<file path="src/sv/hsv_to_rgb_converter_defines.svh">
// ----------------------------------------------------------------------------
// hsv_to_rgb_converter_defines.svh
// Assertion macros shared by the HSV to RGB converter.
// ----------------------------------------------------------------------------
`ifndef HSV_TO_RGB_CONVERTER_DEFINES_SVH
`define HSV_TO_RGB_CONVERTER_DEFINES_SVH

// Checked on every rising edge, off while reset is asserted
`define HSV_ASSERT(lbl, prop, msg) \
  lbl: assert property (@(posedge clk_i) disable iff (!rst_ni) (prop)) else $error(msg);

// Checked on every rising edge, reset included
`define HSV_ASSERT_ALWAYS(lbl, prop, msg) \
  lbl: assert property (@(posedge clk_i) (prop)) else $error(msg);

`endif

</file>
<file path="src/sv/hsv2rgb_pkg.sv">
// ----------------------------------------------------------------------------
// hsv2rgb_pkg
// Types, constants and helpers shared by the HSV to RGB converter.
// ----------------------------------------------------------------------------
package hsv2rgb_pkg;

  // Input limits
  localparam logic [8:0] HUE_MAX = 9'd360;
  localparam logic [6:0] PCT_MAX = 7'd100;

  // Channel = floor(X * 255 / 600000) = floor((17 * X >> 6) / 625).
  // Division by 625 uses a reciprocal, exact for 18-bit operands.
  localparam logic [4:0]  CHAN_MUL = 5'd17;
  localparam logic [18:0] RECIP_M  = 19'd429497;
  localparam int unsigned RECIP_SH = 28;

  // 60-degree hue sectors
  typedef enum logic [2:0] {
    SEC_R_Y = 3'd0,
    SEC_Y_G = 3'd1,
    SEC_G_C = 3'd2,
    SEC_C_B = 3'd3,
    SEC_B_M = 3'd4,
    SEC_M_R = 3'd5
  } sector_e;

  // Output channels
  typedef enum logic [1:0] {
    CH_RED   = 2'd0,
    CH_GREEN = 2'd1,
    CH_BLUE  = 2'd2
  } chan_e;

  // Component placed on a channel
  typedef enum logic [1:0] {
    SEL_ZERO   = 2'd0,
    SEL_CHROMA = 2'd1,
    SEL_SECOND = 2'd2
  } comp_sel_e;

  // Per-stage load enables
  typedef struct packed {
    logic s1;
    logic s2;
    logic s3;
    logic s4;
    logic s5;
  } pipe_en_t;

  // Front-end result, units of 1/600000
  typedef struct packed {
    logic        blk;
    sector_e     sec;
    logic [19:0] chroma;
    logic [19:0] second;
    logic [19:0] offset;
  } front_t;

  // Which component a channel carries in a sector
  function automatic comp_sel_e comp_sel(input chan_e ch, input sector_e sec);
    comp_sel_e sel;
    sel = SEL_ZERO;
    case (ch)
      CH_RED: begin
        case (sec)
          SEC_R_Y, SEC_M_R: sel = SEL_CHROMA;
          SEC_Y_G, SEC_B_M: sel = SEL_SECOND;
          default:          sel = SEL_ZERO;
        endcase
      end
      CH_GREEN: begin
        case (sec)
          SEC_Y_G, SEC_G_C: sel = SEL_CHROMA;
          SEC_R_Y, SEC_C_B: sel = SEL_SECOND;
          default:          sel = SEL_ZERO;
        endcase
      end
      CH_BLUE: begin
        case (sec)
          SEC_C_B, SEC_B_M: sel = SEL_CHROMA;
          SEC_G_C, SEC_M_R: sel = SEL_SECOND;
          default:          sel = SEL_ZERO;
        endcase
      end
      default: sel = SEL_ZERO;
    endcase
    return sel;
  endfunction

endpackage

</file>
<file path="src/sv/hsv2rgb_front.sv">
// ----------------------------------------------------------------------------
// hsv2rgb_front
// Stages 1-3: range check, sector decode, chroma, secondary and offset.
// ----------------------------------------------------------------------------
module hsv2rgb_front (
  input  logic                 clk_i,
  input  hsv2rgb_pkg::pipe_en_t en_i,
  input  logic [8:0]           hue_i,
  input  logic [6:0]           sat_i,
  input  logic [6:0]           val_i,
  output hsv2rgb_pkg::front_t  front_o
);

  // Stage 1 registers
  logic                 s1_blk_q;
  hsv2rgb_pkg::sector_e s1_sec_q, s1_sec_d;
  logic [5:0]           s1_k_q, s1_k_d;
  logic [6:0]           s1_sat_q, s1_val_q;

  // Stage 2 registers
  logic                 s2_blk_q;
  hsv2rgb_pkg::sector_e s2_sec_q;
  logic [5:0]           s2_k_q;
  logic [13:0]          s2_sv_q, s2_vh_q;

  // Stage 3 registers
  hsv2rgb_pkg::front_t  s3_q, s3_d;

  logic [8:0] hm;
  logic [8:0] kr;
  logic [13:0] diff;

  // Sector and distance to nearest primary, hue mod 120 by compare-subtract
  always_comb begin
    if (hue_i >= 9'd240) begin
      hm = hue_i - 9'd240;
    end else if (hue_i >= 9'd120) begin
      hm = hue_i - 9'd120;
    end else begin
      hm = hue_i;
    end
    kr = 9'd120 - hm;
    s1_k_d = (hm >= 9'd60) ? kr[5:0] : hm[5:0];

    if (hue_i < 9'd60) begin
      s1_sec_d = hsv2rgb_pkg::SEC_R_Y;
    end else if (hue_i < 9'd120) begin
      s1_sec_d = hsv2rgb_pkg::SEC_Y_G;
    end else if (hue_i < 9'd180) begin
      s1_sec_d = hsv2rgb_pkg::SEC_G_C;
    end else if (hue_i < 9'd240) begin
      s1_sec_d = hsv2rgb_pkg::SEC_C_B;
    end else if (hue_i < 9'd300) begin
      s1_sec_d = hsv2rgb_pkg::SEC_B_M;
    end else begin
      s1_sec_d = hsv2rgb_pkg::SEC_M_R;
    end
  end

  always_ff @(posedge clk_i) begin
    if (en_i.s1) begin
      s1_blk_q <= (hue_i > hsv2rgb_pkg::HUE_MAX) || (sat_i > hsv2rgb_pkg::PCT_MAX) ||
                  (val_i > hsv2rgb_pkg::PCT_MAX);
      s1_sec_q <= s1_sec_d;
      s1_k_q   <= s1_k_d;
      s1_sat_q <= sat_i;
      s1_val_q <= val_i;
    end
  end

  // Stage 2: S*V and V*100
  always_ff @(posedge clk_i) begin
    if (en_i.s2) begin
      s2_blk_q <= s1_blk_q;
      s2_sec_q <= s1_sec_q;
      s2_k_q   <= s1_k_q;
      s2_sv_q  <= 14'(s1_sat_q) * 14'(s1_val_q);
      s2_vh_q  <= 14'(s1_val_q) * 14'd100;
    end
  end

  // Stage 3: scale to the common denominator
  always_comb begin
    diff          = s2_vh_q - s2_sv_q;
    s3_d.blk      = s2_blk_q;
    s3_d.sec      = s2_sec_q;
    s3_d.chroma   = 20'(s2_sv_q) * 20'd60;
    s3_d.second   = 20'(s2_sv_q) * 20'(s2_k_q);
    s3_d.offset   = 20'(diff) * 20'd60;
  end

  always_ff @(posedge clk_i) begin
    if (en_i.s3) begin
      s3_q <= s3_d;
    end
  end

  assign front_o = s3_q;

endmodule

</file>
<file path="src/sv/hsv2rgb_chan.sv">
// ----------------------------------------------------------------------------
// hsv2rgb_chan
// Stages 4-5 of one channel: component select, offset add, scale to 8 bits.
// ----------------------------------------------------------------------------
module hsv2rgb_chan (
  input  logic                 clk_i,
  input  hsv2rgb_pkg::pipe_en_t en_i,
  input  hsv2rgb_pkg::chan_e    chan_i,
  input  hsv2rgb_pkg::front_t   front_i,
  output logic [7:0]           chan_o
);

  logic [19:0] comp;
  logic [20:0] x;
  logic [25:0] y;
  logic [17:0] z_q, z_d;
  logic [36:0] p;
  logic [7:0]  q_q;

  // Stage 4: pick component, add offset, times 17 over 64
  always_comb begin
    case (hsv2rgb_pkg::comp_sel(chan_i, front_i.sec))
      hsv2rgb_pkg::SEL_CHROMA: comp = front_i.chroma;
      hsv2rgb_pkg::SEL_SECOND: comp = front_i.second;
      default:                 comp = '0;
    endcase
    x   = 21'(comp) + 21'(front_i.offset);
    y   = 26'(x) * 26'(hsv2rgb_pkg::CHAN_MUL);
    z_d = front_i.blk ? '0 : y[23:6];
  end

  always_ff @(posedge clk_i) begin
    if (en_i.s4) begin
      z_q <= z_d;
    end
  end

  // Stage 5: divide by 625 via reciprocal
  assign p = 37'(z_q) * 37'(hsv2rgb_pkg::RECIP_M);

  always_ff @(posedge clk_i) begin
    if (en_i.s5) begin
      q_q <= p[hsv2rgb_pkg::RECIP_SH +: 8];
    end
  end

  assign chan_o = q_q;

endmodule

</file>
<file path="src/sv/hsv_to_rgb_converter.sv">
// ----------------------------------------------------------------------------
// hsv_to_rgb_converter
// HSV (degrees, percent) to 8-bit RGB, five-stage streaming pipeline.
// ----------------------------------------------------------------------------
// Accepts one color per clock while s_axis_tready_o is high and returns one
// RGB triple per color, in order. Throughput is one transfer per cycle when
// the output is not stalled, set by the five register stages, each with its
// own valid bit; s_axis_tready_o is high whenever any stage (or the output
// register) can take a new item, so bubbles are squeezed out under
// backpressure. Hue above 360 or a percentage above 100 gives black.
`include "hsv_to_rgb_converter_defines.svh"

module hsv_to_rgb_converter (
  input  logic        clk_i,
  input  logic        rst_ni,
  input  logic        s_axis_tvalid_i,
  output logic        s_axis_tready_o,
  // [8:0] hue_deg, [15:9] sat_pct, [22:16] val_pct, [23] zero
  input  logic [23:0] s_axis_tdata_i,
  output logic        m_axis_tvalid_o,
  input  logic        m_axis_tready_i,
  // [7:0] red, [15:8] green, [23:16] blue
  output logic [23:0] m_axis_tdata_o
);

  logic [4:0] vld_q, vld_d;
  logic [4:0] rdy;
  hsv2rgb_pkg::pipe_en_t en;
  hsv2rgb_pkg::front_t   front;
  logic [7:0] red, green, blue;

  // Ready chain: a stage loads when it is empty or its item moves on
  always_comb begin
    rdy[4] = !vld_q[4] || m_axis_tready_i;
    for (int i = 3; i >= 0; i--) begin
      rdy[i] = !vld_q[i] || rdy[i+1];
    end
    for (int i = 0; i < 5; i++) begin
      if (rdy[i]) begin
        vld_d[i] = (i == 0) ? s_axis_tvalid_i : vld_q[(i == 0) ? 0 : i - 1];
      end else begin
        vld_d[i] = vld_q[i];
      end
    end
  end

  assign en = '{s1: rdy[0], s2: rdy[1], s3: rdy[2], s4: rdy[3], s5: rdy[4]};

  always_ff @(posedge clk_i or negedge rst_ni) begin
    if (!rst_ni) begin
      vld_q <= '0;
    end else begin
      vld_q <= vld_d;
    end
  end

  // Datapath
  hsv2rgb_front u_front (
    .clk_i   (clk_i),
    .en_i    (en),
    .hue_i   (s_axis_tdata_i[8:0]),
    .sat_i   (s_axis_tdata_i[15:9]),
    .val_i   (s_axis_tdata_i[22:16]),
    .front_o (front)
  );

  hsv2rgb_chan u_chan_red (
    .clk_i   (clk_i),
    .en_i    (en),
    .chan_i  (hsv2rgb_pkg::CH_RED),
    .front_i (front),
    .chan_o  (red)
  );

  hsv2rgb_chan u_chan_green (
    .clk_i   (clk_i),
    .en_i    (en),
    .chan_i  (hsv2rgb_pkg::CH_GREEN),
    .front_i (front),
    .chan_o  (green)
  );

  hsv2rgb_chan u_chan_blue (
    .clk_i   (clk_i),
    .en_i    (en),
    .chan_i  (hsv2rgb_pkg::CH_BLUE),
    .front_i (front),
    .chan_o  (blue)
  );

  assign s_axis_tready_o = rdy[0];
  assign m_axis_tvalid_o = vld_q[4];
  assign m_axis_tdata_o  = {blue, green, red};

  // Checks
  `HSV_ASSERT_ALWAYS(a_empty_out_ready, !m_axis_tvalid_o |-> s_axis_tready_o, "input stalled with empty output")
  `HSV_ASSERT(a_full_stall, (&vld_q && !m_axis_tready_i) |-> !s_axis_tready_o, "ready high with full stalled pipe")
  `HSV_ASSERT(a_last_stage_fill, (rdy[4] && vld_q[3]) |=> m_axis_tvalid_o, "item lost before output register")

endmodule

</file>
<file path="config.mk">
export PLATFORM = sky130hd
export DESIGN_NAME = hsv_to_rgb_converter
export DESIGN_NICKNAME = d
export VERILOG_FILES = /design/src/sv/hsv2rgb_pkg.sv /design/src/sv/hsv2rgb_front.sv /design/src/sv/hsv2rgb_chan.sv /design/src/sv/hsv_to_rgb_converter.sv
export VERILOG_INCLUDE_DIRS = /design/src /design/src/sv
export SDC_FILE = /design/constraint.sdc
export NUM_CORES = 2
export LEC_CHECK = 0
export BUFFER_PORTS_ARGS = -buffer_cell sky130_fd_sc_hd__buf_2
export CAP_MARGIN = 10
export CELL_PAD_IN_SITES_DETAIL_PLACEMENT = 1
export CELL_PAD_IN_SITES_GLOBAL_PLACEMENT = 1
export CORE_MARGIN = 4
export CORE_UTILIZATION = 30
export DETAILED_ROUTE_END_ITERATION = 10
export PLACE_DENSITY_LB_ADDON = 0.05
export SETUP_SLACK_MARGIN = 0.15
export SYNTH_ARGS = -nofsm -noshare
export SYNTH_HDL_FRONTEND = slang
export SYNTH_SLANG_ARGS = --single-unit
</file>
<file path="constraint.sdc">
create_clock -name clk_i -period 8 [get_ports clk_i]
set_input_delay 1.6 -clock clk_i [delete_from_list [all_inputs] [get_ports clk_i]]
set_output_delay 1.6 -clock clk_i [all_outputs]
set_load 0.005 [all_outputs]
</file>
==> flow_summary.yaml <==
critical_path:
  cpMaxStageDelayCell: "a2111oi_0"
  required_ps: 8320
  r2r.worst_path.cells: 25
  slowest_delay_ps: 800
  worstPathMaxFanout: 20
  cp.arrival_ps: 7130
  r2r_start: "u_front.front_o[62]$_DFFE_PP_"
  r2r_slack_ps: 1190
  cp-end-kind: "flip-flop"
  r2r_end: "u_chan_red.z_q[17]$_SDFFCE_PP0P_"
  crit_buf_inv: 2
  path_delay_family: "compound AO/OA/AOI/OAI gates"
  cp-start-kind: "flip-flop"
  critical_path_class: "flip-flop to flip-flop"
synthesis:
  synth_area_um2: 37600
  syn-num-nets: 5055
  yosysUniqueCellTypes: 68
  synth_ff_type: "edfxtp_1"
  async_flop_share_pct: 2.48
  syn_inst: 3779
  synth.largest_area_cell: "fa_1"
  synth.top_cell.area_share_pct: 27.2
  seq_area_frac_synth_pct: 16.1
  synth-seq-cells: 202
  syn_area_per_cell_um2: 9.94
  yosys_warnings: 0
  synth_edf_count: 197
  synthTopCellsByArea: "fa_1 (27%), ha_1 (25%), edfxtp_1 (16%)"
clocking:
  insertion_delay_ps: 580
  cts_made_buffers: 35
  cts_tree: "done"
  clkSinkCount: 202
  cts.reportedPaths.clkPinSlew_ps: 50
  clockBufferDepth: 3
  cts_root_buf: "clkbuf_16"
  ctsResizeCount: 0
  cts_hold_buf: 0
  h-tree-depth: 2
  cts_setup_buffers: 0
cells_and_area:
  nNetsFinal: 5113
  design_area_um2: 40900
  antenna_cells: 0
  mostFrequentLayoutCell: "inv_1"
  drive_above_1_share_pct: 3.70
  syn_to_final_growth_pct: 8.86
  final_cell_mix: "inv_1 (835), ha_1 (737), fa_1 (511), nor2_1 (207), edfxtp_1 (197)"
routing:
  dr.pass1.iters: 5
  final_antenna_net_count: 0
  drc_errors: 0
  post_drt_wl_per_cell_um: 18.3
  wl_um: 101000
  vias_per_cell: 4.64
  vias: 25500
  drt_first_iter_violations: 906
global_routing:
  grt_overflow: 0
  use_met1_pct: 22.2
  grt_max_degree: 61
  grt_pass1_wl_um: 163000
  grt.met2_usage_pct: 26.5
  antenna_found_initial: 1
  grt_pass1_vias: 28400
  grtUsageTotal_pct: 15.8
  busiest_layer: "met2"
  grtUsageMet3_pct: 1.55
placed_design:
  io_buffers: 52
  placed_area_um2: 39800
  hpwl_um: 87600
  finalWeightedCongestion: 0.794
timing:
  slew_viol_final: 0
  fmax_mhz: 147
  setup_viol: 0
  rsz0062_at_grt: "false"
  fin_crit_ps: 6810
  maxSlewHeadroom_pct: 37.4
  tightest_slew_ps: 915
  hold_viol_final: 0
  finClkSkew_ps: 33.6
  period_share_pct: 85.1
  fin_setup_tns_ps: 0
floorplanning:
  floorplan.initialDensity_pct: 30.3
  rows: 129
  die_h_um: 362
  fp.coreArea_um2: 124000
  dieArea_um2: 131000
  die_w_um: 362
  ios: 54
flow_run:
  cap_violations: 0
outcome:
  status: "complete, no violations"
min_path:
  worstHoldEndpoint: "u_front.s2_k_q[0]$_DFFE_PP_"
  hold_start: "u_front.s1_k_q[0]$_DFFE_PP_"
  hold_class: "flip-flop to flip-flop"
  whs_path_depth: 0
-- stage by stage --
| stage | instances | util [%] | setup slack [ps] | hold WS (ps) |
|---|---|---|---|---|
| final | 5498 | 33.0 | 1190 | 416 |
| after global routing | 5498 | 33.0 | 568 | 422 |
| after CTS | 5498 | 33.0 | 1170 | 418 |
| after detailed placement | 5437 | 32.1 | 1260 | 405 |
| after global placement | 5437 | 32.1 | 1280 | 401 |
| after floorplan | 3779 | - | 2310 | 400 |
-- sequential cells by signal (all words and copies together) (netlist names) --
signal,flops
u_chan_red.chan_o,8
u_front.front_o,59
u_front.s1_sat_q,7
u_front.s1_k_q,6
u_front.s1_val_q,7
vld_q,5
u_front.s1_blk_q,1
u_chan_green.chan_o,8
u_front.s2_sv_q,14
u_front.s2_vh_q,12
u_chan_green.z_q,18
u_chan_blue.z_q,18
u_front.s2_sec_q,3
u_chan_red.z_q,18
u_front.s1_sec_q,3
u_chan_blue.chan_o,8
u_front.s2_k_q,6
u_front.s2_blk_q,1
-- synthesized netlist by cell type (33+ instances only) --
library cell  count
clkbuf_1         33
inv_1           835
a21oi_1         153
a22oi_1          55
and2_1           61
o21ai_0          88
xor2_1           65
nor2_1          207
nand2_1         178
nand3_1          42
xnor2_1         122
ha_1            737
nor3_1           57
edfxtp_1        197
a21o_1           65
fa_1            511
-- cells by family after synthesis --
family / synth area share [%]
compound gates: 10.0
xor+xnor: 4.36
fa+ha+maj: 51.8
buf+inv: 8.76
flops: 16.1
mux: 0.296
simple gates: 8.70
-- cell type report --
type / count / area [um2]
fill: 14100 / 83100
inverter: 835 / 3130
clock inverter: 19 / 189
sequential: 202 / 6040
timing repair buffer: 61 / 328
multi-input combinational: 2702 / 28200
clock buffer: 42 / 902
tap: 1637 / 2050
-- how the worst max path moves through the flow --
| stage | cells after the start | endpoint | slack [ps] | start |
|---|---|---|---|---|
| floorplan | 25 | u_chan_blue.z_q[17]$_SDFFCE_PP0P_ | 2310 | u_front.front_o[60]$_DFFE_PP_ |
| global placement | 24 | u_chan_red.z_q[17]$_SDFFCE_PP0P_ | 1280 | u_front.front_o[62]$_DFFE_PP_ |
| detailed placement | 26 | u_chan_red.z_q[17]$_SDFFCE_PP0P_ | 1260 | u_front.front_o[62]$_DFFE_PP_ |
| CTS | 24 | u_chan_red.z_q[16]$_SDFFCE_PP0P_ | 1170 | u_front.front_o[62]$_DFFE_PP_ |
| global route | 25 | u_chan_red.z_q[17]$_SDFFCE_PP0P_ | 570 | u_front.front_o[62]$_DFFE_PP_ |
| finish | 25 | u_chan_red.z_q[17]$_SDFFCE_PP0P_ | 1190 | u_front.front_o[62]$_DFFE_PP_ |
-- layer usage --
metal	wire length (um)	part of all wire, %	vias up
met5	0	0	-
met4	1790	1.8	0
met3	1980	2.0	81
met2	47200	47	178
met1	49600	49	12600
li1	-	-	12600
Power is not shown: default switching activity piles up to over one toggle a cycle in this logic, so the estimate is an artifact.
